<file path="src/design/wdma_pkg.sv">
// ----------------------------------------------------------------------------
// wdma_pkg
// Shared widths, register map and mask bit positions for the wall detector.
// ----------------------------------------------------------------------------
package wdma_pkg;

   localparam int DIST_W   = 16;
   localparam int MASK_W   = 3;
   localparam int CSR_AW   = 3;
   localparam int CSR_DW   = 32;

   // Register index, taken from byte address bit 2
   localparam logic REG_WALL_THRESHOLD = 1'b0;

   localparam logic [DIST_W-1:0] THRESHOLD_RESET = 16'd100;

   // Mask bit positions
   localparam int BIT_LEFT   = 2;
   localparam int BIT_CENTER = 1;
   localparam int BIT_RIGHT  = 0;

   typedef logic [DIST_W-1:0] dist_type;
   typedef logic [MASK_W-1:0] mask_type;

endpackage

</file>
<file path="src/design/wdma_csr.sv">
// ----------------------------------------------------------------------------
// wdma_csr
// APB register block: holds the wall threshold and its window-scaled copy.
// ----------------------------------------------------------------------------
module wdma_csr #(
   parameter int SUM_W  = 19,
   parameter int WINDOW = 8
) (
   input  logic                    clock,
   input  logic                    reset,
   input  logic                    csr_psel,
   input  logic                    csr_penable,
   input  logic                    csr_pwrite,
   input  logic [wdma_pkg::CSR_AW-1:0] csr_paddr,
   input  logic [wdma_pkg::CSR_DW-1:0] csr_pwdata,
   output logic [wdma_pkg::CSR_DW-1:0] csr_prdata,
   output logic                    csr_pready,
   output logic [SUM_W-1:0]        thr_scaled
);
   import wdma_pkg::*;

   dist_type         thr_ff;
   dist_type         thr_in;
   logic [SUM_W-1:0] thr_scaled_ff;
   logic [SUM_W-1:0] thr_scaled_in;
   logic             wr_en;

   // avg < thr  <=>  sum < thr * WINDOW, so keep the product ready
   assign wr_en         = csr_psel && csr_penable && csr_pwrite
                          && (csr_paddr[2] == REG_WALL_THRESHOLD);
   assign thr_in        = wr_en ? csr_pwdata[DIST_W-1:0] : thr_ff;
   assign thr_scaled_in = SUM_W'(thr_in) * SUM_W'(WINDOW);

   always_ff @(posedge clock) begin
      if (reset) begin
         thr_ff        <= THRESHOLD_RESET;
         thr_scaled_ff <= SUM_W'(THRESHOLD_RESET) * SUM_W'(WINDOW);
      end else begin
         thr_ff        <= thr_in;
         thr_scaled_ff <= thr_scaled_in;
      end
   end

   always_comb begin
      csr_prdata = '0;
      if (csr_paddr[2] == REG_WALL_THRESHOLD) begin
         csr_prdata = CSR_DW'(thr_ff);
      end
   end

   assign csr_pready = 1'b1;
   assign thr_scaled = thr_scaled_ff;

endmodule

</file>
<file path="src/design/wdma_window.sv">
// ----------------------------------------------------------------------------
// wdma_window
// One distance channel: shift line of the last WINDOW samples, running sum
// and the below-threshold compare on the updated sum.
// ----------------------------------------------------------------------------
module wdma_window #(
   parameter int SUM_W  = 19,
   parameter int WINDOW = 8
) (
   input  logic                  clock,
   input  logic                  reset,
   input  logic                  advance,
   input  wdma_pkg::dist_type    sample,
   input  logic [SUM_W-1:0]      thr_scaled,
   output logic                  below
);
   import wdma_pkg::*;

   dist_type         win_ff [WINDOW];
   logic [SUM_W-1:0] sum_ff;
   logic [SUM_W-1:0] sum_in;

   // drop the oldest tap, add the new sample
   assign sum_in = sum_ff - SUM_W'(win_ff[WINDOW-1]) + SUM_W'(sample);
   assign below  = sum_in < thr_scaled;

   always_ff @(posedge clock) begin
      if (reset) begin
         for (int i = 0; i < WINDOW; i++) begin
            win_ff[i] <= '0;
         end
         sum_ff <= '0;
      end else if (advance) begin
         win_ff[0] <= sample;
         for (int i = 1; i < WINDOW; i++) begin
            win_ff[i] <= win_ff[i-1];
         end
         sum_ff <= sum_in;
      end
   end

endmodule

</file>
<file path="src/design/wall_detect_moving_average.sv">
// ----------------------------------------------------------------------------
// wall_detect_moving_average
// Three-sided wall detector on moving averages of range distances.
// ----------------------------------------------------------------------------
// Each req beat carries one left/center/right distance sample in millimetres.
// The sample enters a per-side window of the last WINDOW samples, and the
// rsp beat carries a 3-bit mask: bit 2 left, bit 1 center, bit 0 right, set
// when that side's truncated window average is below the threshold register.
// A beat accepted at one edge shows on rsp the next cycle. Throughput is one
// beat per cycle unless a held result is stalled, set by the single update
// of the running sums; the compare runs against threshold * WINDOW,
// precomputed at register write time. Reset clears the windows, the running
// sums and the rsp valid flag, and sets the threshold to 100; early averages
// include the cleared entries. While rsp is stalled the result is held; req
// stalls only when the result register is full and not being taken. The
// threshold register sits at byte address 0 of the APB port; the user is to
// write it only while the block is idle. The block does not enforce this.
// ----------------------------------------------------------------------------
module wall_detect_moving_average #(
   parameter int WINDOW = 8
) (
   input  logic                         clock,
   input  logic                         reset,
   input  logic                         req_valid,
   output logic                         req_stall,
   input  wdma_pkg::dist_type           req_left_mm,
   input  wdma_pkg::dist_type           req_center_mm,
   input  wdma_pkg::dist_type           req_right_mm,
   output logic                         rsp_valid,
   input  logic                         rsp_stall,
   output wdma_pkg::mask_type           rsp_wall_mask,
   input  logic                         csr_psel,
   input  logic                         csr_penable,
   input  logic                         csr_pwrite,
   input  logic [wdma_pkg::CSR_AW-1:0]  csr_paddr,
   input  logic [wdma_pkg::CSR_DW-1:0]  csr_pwdata,
   output logic [wdma_pkg::CSR_DW-1:0]  csr_prdata,
   output logic                         csr_pready
);
   import wdma_pkg::*;

   localparam int SUM_W = DIST_W + $clog2(WINDOW);

   logic [SUM_W-1:0] thr_scaled;
   logic             accept;
   logic             below_l;
   logic             below_c;
   logic             below_r;
   logic             rsp_valid_ff;
   logic             rsp_valid_in;
   mask_type         mask_ff;
   mask_type         mask_in;

   assign req_stall = rsp_valid_ff && rsp_stall;
   assign accept    = req_valid && !req_stall;

   wdma_csr #(.SUM_W(SUM_W), .WINDOW(WINDOW)) u_csr (
      .clock       (clock),
      .reset       (reset),
      .csr_psel    (csr_psel),
      .csr_penable (csr_penable),
      .csr_pwrite  (csr_pwrite),
      .csr_paddr   (csr_paddr),
      .csr_pwdata  (csr_pwdata),
      .csr_prdata  (csr_prdata),
      .csr_pready  (csr_pready),
      .thr_scaled  (thr_scaled)
   );

   wdma_window #(.SUM_W(SUM_W), .WINDOW(WINDOW)) u_left (
      .clock      (clock),
      .reset      (reset),
      .advance    (accept),
      .sample     (req_left_mm),
      .thr_scaled (thr_scaled),
      .below      (below_l)
   );

   wdma_window #(.SUM_W(SUM_W), .WINDOW(WINDOW)) u_center (
      .clock      (clock),
      .reset      (reset),
      .advance    (accept),
      .sample     (req_center_mm),
      .thr_scaled (thr_scaled),
      .below      (below_c)
   );

   wdma_window #(.SUM_W(SUM_W), .WINDOW(WINDOW)) u_right (
      .clock      (clock),
      .reset      (reset),
      .advance    (accept),
      .sample     (req_right_mm),
      .thr_scaled (thr_scaled),
      .below      (below_r)
   );

   always_comb begin
      mask_in             = '0;
      mask_in[BIT_LEFT]   = below_l;
      mask_in[BIT_CENTER] = below_c;
      mask_in[BIT_RIGHT]  = below_r;
   end

   // hold while stalled, load on accept, drop once taken
   assign rsp_valid_in = accept || (rsp_valid_ff && rsp_stall);

   always_ff @(posedge clock) begin
      if (reset) begin
         rsp_valid_ff <= 1'b0;
      end else begin
         rsp_valid_ff <= rsp_valid_in;
      end
   end

   always_ff @(posedge clock) begin
      if (accept) begin
         mask_ff <= mask_in;
      end
   end

   assign rsp_valid     = rsp_valid_ff;
   assign rsp_wall_mask = mask_ff;

endmodule

</file>
<file path="config.mk">
export PLATFORM = sky130hd
export DESIGN_NAME = wall_detect_moving_average
export DESIGN_NICKNAME = d
export VERILOG_FILES = /design/src/design/wdma_pkg.sv /design/src/design/wdma_csr.sv /design/src/design/wdma_window.sv /design/src/design/wall_detect_moving_average.sv
export SDC_FILE = /design/constraint.sdc
export NUM_CORES = 1
export LEC_CHECK = 0
export BUFFER_PORTS_ARGS = -buffer_cell sky130_fd_sc_hd__buf_2
export CAP_MARGIN = 10
export CORE_ASPECT_RATIO = 0.8
export CORE_MARGIN = 2
export CORE_UTILIZATION = 38
export DETAILED_ROUTE_END_ITERATION = 12
export PLACE_DENSITY_LB_ADDON = 0.3
export SLEW_MARGIN = 15
export SYNTH_ARGS = -nofsm -noshare
export SYNTH_HDL_FRONTEND = slang
export SYNTH_SLANG_ARGS = --single-unit
</file>
<file path="constraint.sdc">
create_clock -name clock -period 9.2 [get_ports clock]
set_clock_uncertainty 0.15 [all_clocks]
set_input_delay 0.92 -clock clock [delete_from_list [all_inputs] [get_ports clock]]
set_output_delay 0.92 -clock clock [all_outputs]
set_load 0.01 [all_outputs]
</file>
==> impl_metrics.json, run 1 <==
{
  "postLayoutCoreUtil_pct": 42.95,
  "placed_cells": 2672,
  "ys.flop_type": "edfxtp_1",
  "grt_max_degree": 207,
  "synth_top_area_cell": "edfxtp_1",
  "critical_path.top_delay_family": "compound AO/OA/AOI/OAI gates",
  "path_cells": "buf_2, inv_1, fa_1, fa_1, nand2b_1, a21oi_1, o21ai_1, o21ai_1, xor2_1, ha_1, a21o_1, a21o_1, a21oi_1, nor2_1, a2111oi_0, o21bai_1, a21oi_1",
  "initial_core_util_pct": 38.38,
  "synth.area.mux_share_pct": 0.1963,
  "synth_warnings": 0,
  "netlist_top_cells_area": "edfxtp_1, and3_1, dfxtp_1",
  "htree_levels": 2,
  "netlist_area_um2": 22310,
  "tightest_slew_ns": 1.309,
  "dieArea_um2": 60670,
  "drv_slew": 0,
  "arrival_ns": 4.86,
  "multi_input_area_um2": 7943,
  "clock.fmax_ghz": 0.2183,
  "crit_path_max_fanout": 3,
  "hold_viol": 0,
  "ys_seq_elements": 461,
  "syn_avg_cell_area_um2": 11.74,
  "worstSetupPathType": "in2reg",
  "grt_pass1_vias": 13310,
  "vias": 13760,
  "ys_seq_area_share_pct": 58.74,
  "grt_setup_unrepaired": "false",
  "min_period_ns": 4.580,
  "ys_types": 62,
  "area_growth_pct": 11.90,
  "cts_sinks": 461,
  "cp.required_ns": 9.48,
  "drc_errors": 0,
  "drv_cap": 0,
  "finalCritPeriodShare_pct": 49.79,
  "portBuffers": 92,
  "netlist_instances": 1900,
  "critical_path_buf_inv_count": 2,
  "postRouteAntennaNets": 0,
  "mostFrequentLayoutCells": "edfxtp_1, and3_1, inv_1",
  "yosys.area_share.simple_pct": 15.30,
  "final.fill_count": 5422,
  "vias_per_cell": 4.987,
  "dr.pass1.iters": 4,
  "post-dp-hpwl_mm": 28.51,
  "rows": 79,
  "gp_congestion": 0.8645,
  "clk-insertion-delay-late_ns": 0.59,
  "drtIter0Drc": 974,
  "stdcell_count": 2759,
  "nNetsFinal": 2193,
  "cts_root_buffer": "clkbuf_16",
  "synth_xor_area_share_pct": 1.845,
  "ff2ff_path_depth": 16,
  "min-delay-start": "u_center.sum_ff[0]",
  "powerDensity_nw_per_um2": 304.0,
  "synth_top_family_by_area": "simple AND/OR/NAND/NOR gates",
  "worst_path_max_delay_cell": "fa_1",
  "critPathMaxStageDelay_ns": 0.53,
  "ctsResizeCount": 0,
  "synthAdderAreaFrac_pct": 10.03,
  "netlist.area_leader.share_pct": 52.10,
  "ctsHoldBuffers": 0,
  "grt_pass1_wl_mm": 72.50,
  "finalWirelength_mm": 45.86,
  "pin_count": 128,
  "synth_edf_count": 387,
  "grt_antenna_before_repair": 1,
  "seqCellArea_um2": 13100,
  "cts_setup_buffers": 0,
  "cts_buffers": 48,
  "mostFrequentLayoutCell": "edfxtp_1",
  "ir_drop_uv": 174.0,
  "crit_path_frequent_cell": "a21oi_1",
  "status": "finished, final reports clean",
  "leakagePower_nw": 11.15,
  "hold_path_class": "reg2reg",
  "core-area_um2": 58120,
  "die_h_um": 220.7,
  "wl_per_cell_um": 16.62,
  "tns_ns": 0,
  "end_kind": "register",
  "max-clock-path-buffers": 3,
  "min_to": "u_center.sum_ff[0]",
  "drive_gt1_share_pct": 9.548,
  "min_delay_path_depth": 2,
  "slew_headroom_pct": 12.73,
  "grt-ovfl-total": 0,
  "crit_path_start_kind": "input port",
  "dieWidth_um": 274.9,
  "postSynth.asyncResetShare_pct": 0,
  "timing.reg2reg.setup_slack_ns": 4.75,
  "path_clk_slew_ns": 0.06,
  "diodes": 0,
  "cts_tree": "yes",
  "synth_compound_area_share_pct": 7.915,
  "reg2reg_to": "rsp_wall_mask[1]",
  "setup_viol": 0,
  "power.total_mw": 7.587,
  "timing.rr.start": "u_center.sum_ff[1]",
  "track_usage_pct": 15.13
}
[layout make-up]
type	count	area share, %
inverters	222	3.394
well taps	769	3.855
clock inverters	18	0.8371
flip-flops and latches	461	52.49
multi-input cells	1118	31.82
clock buffers	69	5.329
repair buffers	102	2.271
[cells by family after synthesis]
logic type / after synthesis
compound gates: 269
xor+xnor: 47
fa+ha+maj: 150
buf+inv: 336
flops: 461
mux: 4
other cells: 2
simple gates: 631
[per-layer routing]
metal  global-route usage [%]  part of all wire, %
met4                    4.811                  2.3
met3                    2.366                  3.6
met2                    23.58                   44
met1                    21.70                   50
met5                        0                    0
[Yosys cell counts (3+ instances only)]
library cell and instances:
edfxtp_1 387, and3_1 244, inv_1 221, nand2_1 115, nor2b_1 108, ha_1 102, nor2_1 102, a21oi_1 91
clkbuf_1 91, dfxtp_1 74, fa_1 48, o21ai_0 36, a21o_1 35, xnor2_1 30, buf_4 17, o21a_1 17
xor2_1 17, a211oi_1 14, nand4_1 13, a22o_1 12, a31oi_1 12, nand3_1 12, o211ai_1 12, nand2b_1 11
nor3_1 7, buf_1 6, o21ai_1 6, o21bai_1 6, o31ai_1 5, and4_1 4, o22ai_1 4, or3_1 4
a211o_1 3
[worst register-to-register path, delay by kind of cell, from the launching register on]
kind                       cells  cell delay (ns)
and+or+nand+nor                2             0.25
xor gates and xnor gates       1             0.31
DFF                            1             0.33
buffers and inverters          1             0.06
AOI/OAI and AO/OA              9             1.93
adders and majority gates      3             1.25
[worst max-delay path by stage]
| stage | slack, ns | from | end | cells past startpoint |
|---|---|---|---|---|
| global placement | 4.10 | req_center_mm[1] | rsp_wall_mask[1] | 17 |
| global route | 4.43 | req_center_mm[1] | rsp_wall_mask[1] | 17 |
| floorplan | 1.24 | rsp_stall | u_center.win_ff[0][0] | 5 |
| finish | 4.62 | req_center_mm[1] | rsp_wall_mask[1] | 17 |
| detailed placement | 4.06 | req_center_mm[1] | rsp_wall_mask[1] | 17 |
| CTS | 4.69 | req_center_mm[1] | rsp_wall_mask[1] | 17 |
[metrics by stage]
step                      cell area (µm²)  hold WS (ns)  worst slack, ns
after floorplan                     22370        0.2863            1.240
after global placement              23420        0.2915            4.104
after detailed placement            23420        0.2985            4.056
after CTS                           24960        0.3073            4.685
after global routing                24960        0.3288            4.428
final                               24960        0.3040            4.620
[registers in the layout, summed over array words and instances, names as in the netlist]
signal / flops
rsp_wall_mask: 3
rsp_valid: 1
u_csr.thr_ff: 16
u_center.sum_ff: 19
u_right.sum_ff: 19
u_center.win_ff: 128
u_left.sum_ff: 19
u_left.win_ff: 128
u_right.win_ff: 128
[where the power goes]
group	total [mW]	switching [mW]	leakage [nW]	internal, mW
clock	1.92	0.823	0.756	1.10
combinational	3.06	1.78	5.56	1.28
sequential	2.61	0.0853	4.84	2.52
total	7.59	2.69	11.2	4.90
No activity file was read; power rests on OpenSTA's default activity.
==> inputs of run 2 (changes only) <==
Clock period 9.2 ns to 4 ns, I/O delays scaled along.
==> run 2 against run 1 <==
Global-route usage rose by 0.70 points. Sequential cell count is the same. Utilization increased by 2.3 points. Final area grew 5.4%. Highest routed layer unchanged. Critical path type unchanged. Sequential share of layout area fell by 2.6 points. Largest power group unchanged.
==> impl_metrics.json, run 2 (synthesized netlist as in run 1, its figures left out) <==
{
  "status": "finished, final reports clean",
  "reg_top3": "u_center.win_ff x128, u_left.win_ff x128, u_right.win_ff x128",
  "nNetsFinal": 2317,
  "area_growth_pct": 17.89,
  "diodes": 0,
  "htree_levels": 2,
  "clock.fmax_ghz": 0.2586,
  "ir_drop_uv": 395.1,
  "cts_buffers": 48,
  "portBuffers": 92,
  "core-area_um2": 58120,
  "min_period_ns": 3.868,
  "grt_antenna_before_repair": 0,
  "stdcell_count": 2885,
  "initial_core_util_pct": 38.38,
  "finalCritPeriodShare_pct": 96.69,
  "crit_path_frequent_cell": "a21o_1",
  "powerDensity_nw_per_um2": 728.1,
  "rows": 79,
  "arrival_ns": 4.19,
  "critical_path.top_delay_family": "compound AO/OA/AOI/OAI gates",
  "critical_path_buf_inv_count": 5,
  "vias_per_cell": 4.880,
  "cp.required_ns": 4.32,
  "wl_per_cell_um": 16.68,
  "tightest_slew_ns": 1.297,
  "cts_sinks": 461,
  "crit_path_max_fanout": 2,
  "post-dp-hpwl_mm": 30.66,
  "grt_pass1_wl_mm": 75.42,
  "leakagePower_nw": 11.78,
  "critPathLaunch": "req_right_mm[11]",
  "drtIter0Drc": 1079,
  "path_clk_slew_ns": 0.06,
  "dr.pass1.iters": 7,
  "critPathMaxStageDelay_ns": 0.54,
  "mostFrequentLayoutCell": "edfxtp_1",
  "timing.rr.start": "u_right.win_ff[0][113]",
  "worstSetupPathType": "in2reg",
  "path_cells": "dlygate4sd3_1, buf_2, inv_1, fa_1, inv_1, ha_1, a21o_1, a211o_1, nor3_2, a21oi_2, o31ai_2, xnor2_1, ha_1, a21o_1, a21o_1, a21oi_2, o21ai_1, nor2_1, buf_4",
  "max-clock-path-buffers": 3,
  "cts_root_buffer": "clkbuf_16",
  "finalWirelength_mm": 48.12,
  "pin_count": 128,
  "drv_cap": 0,
  "drive_gt1_share_pct": 15.83,
  "die_h_um": 220.7,
  "hold_path_class": "in2reg",
  "drv_slew": 0,
  "grt_max_degree": 288,
  "end_kind": "register",
  "hold_viol": 0,
  "placed_cells": 2755,
  "grt_setup_unrepaired": "true",
  "postRouteAntennaNets": 0,
  "setup_slack_ns": 0.1323,
  "crit_path_start_kind": "input port",
  "min-delay-start": "req_right_mm[13]",
  "mostFrequentLayoutCells": "edfxtp_1, and3_1, inv_1",
  "cts_tree": "yes",
  "worst_path_max_delay_cell": "fa_1",
  "setup_viol": 0,
  "dieWidth_um": 274.9,
  "clk-insertion-delay-late_ns": 0.59,
  "drc_errors": 0,
  "power.total_mw": 19.15,
  "gp_congestion": 0.8478,
  "grt-ovfl-total": 0,
  "grt_pass1_vias": 13780,
  "slew_headroom_pct": 13.51,
  "track_usage_pct": 15.83,
  "vias": 14080,
  "place_ws_ns": -0.3141,
  "dieArea_um2": 60670
}
run 2: cell types whose count changed in the layout (fill, tap and decap cells not counted), sizes merged:
| cell | change |
|---|---|
| dlygate4sd3 | +23 |
| inv | -3 |
| buf | +101 |
| clkinv | +3 |
| clkbuf | -1 |
| bufinv | +1 |
| clkinvlp | +2 |
run 2: repair_timing:
action,CTS,global route
gates resized for setup,11,55
hold buffers,23,0
buffers inserted,1,17
hold endpoints to repair,23,0
setup endpoints to repair,3,3
pin swaps,2,57
run 2: cell type report:
cell class / count / area (µm²)
timing repair buffer: 226 / 1622
clock inverter: 21 / 236.5
tap: 769 / 962.2
multi-input combinational: 1118 / 8223
inverter: 222 / 847.1
fill: 5300 / 31820
clock buffer: 68 / 1296
sequential: 461 / 13110
run 2: per-stage QoR:
step | setup TNS, ns | cell area (µm²) | utilization (%) | hold slack, ns
2_1_floorplan | -1181.71 | 22410 | - | 0.2863
3_3_place_gp | -0.5097 | 24140 | 41.53 | 0.2915
3_5_place_dp | -0.8626 | 24140 | 41.53 | 0.2996
4_1_cts | -0.01477 | 25950 | 44.64 | 0.003473
5_1_grt | -0.09772 | 26300 | 45.24 | 0.03381
6_report | 0 | 26300 | 45.24 | 0.02217
run 2: layer usage:
| layer | vias to the layer above | track usage (%) | wire [µm] |
|---|---|---|---|
| li1 | 6954 | - | - |
| met1 | 6821 | 23.18 | 24020 |
| met2 | 231 | 23.50 | 20820 |
| met3 | 72 | 2.746 | 1913 |
| met4 | 0 | 5.910 | 1365 |
| met5 | - | 0 | 0 |
run 2: worst reg2reg max path: cells and delay by family (launching register included):
kind	cells	cell delay (ns)
adder cells (fa/ha/maj)	3	0.97
AND/OR/NAND/NOR	1	0.06
flip-flops	1	0.38
buffers and inverters	3	0.28
multiplexers	1	0.31
AO/OA/AOI/OAI	10	1.49
run 2: final timing paths:
kind | endpoint | slack [ns] | cells after the start
max reg2reg | rsp_wall_mask[0] | 0.13 | 18
min | u_right.win_ff[0][13] | 0.02 | 3
max | rsp_wall_mask[0] | 0.13 | 19
min reg2reg | u_right.sum_ff[0] | 0.30 | 2
run 2: where the power goes:
| part | switching [mW] | leakage (nW) | internal (mW) |
|---|---|---|---|
| logic | 4.64 | 6.20 | 4.10 |
| clock network | 1.87 | 0.738 | 2.53 |
| registers | 0.218 | 4.84 | 5.79 |
| total | 6.72 | 11.8 | 12.4 |
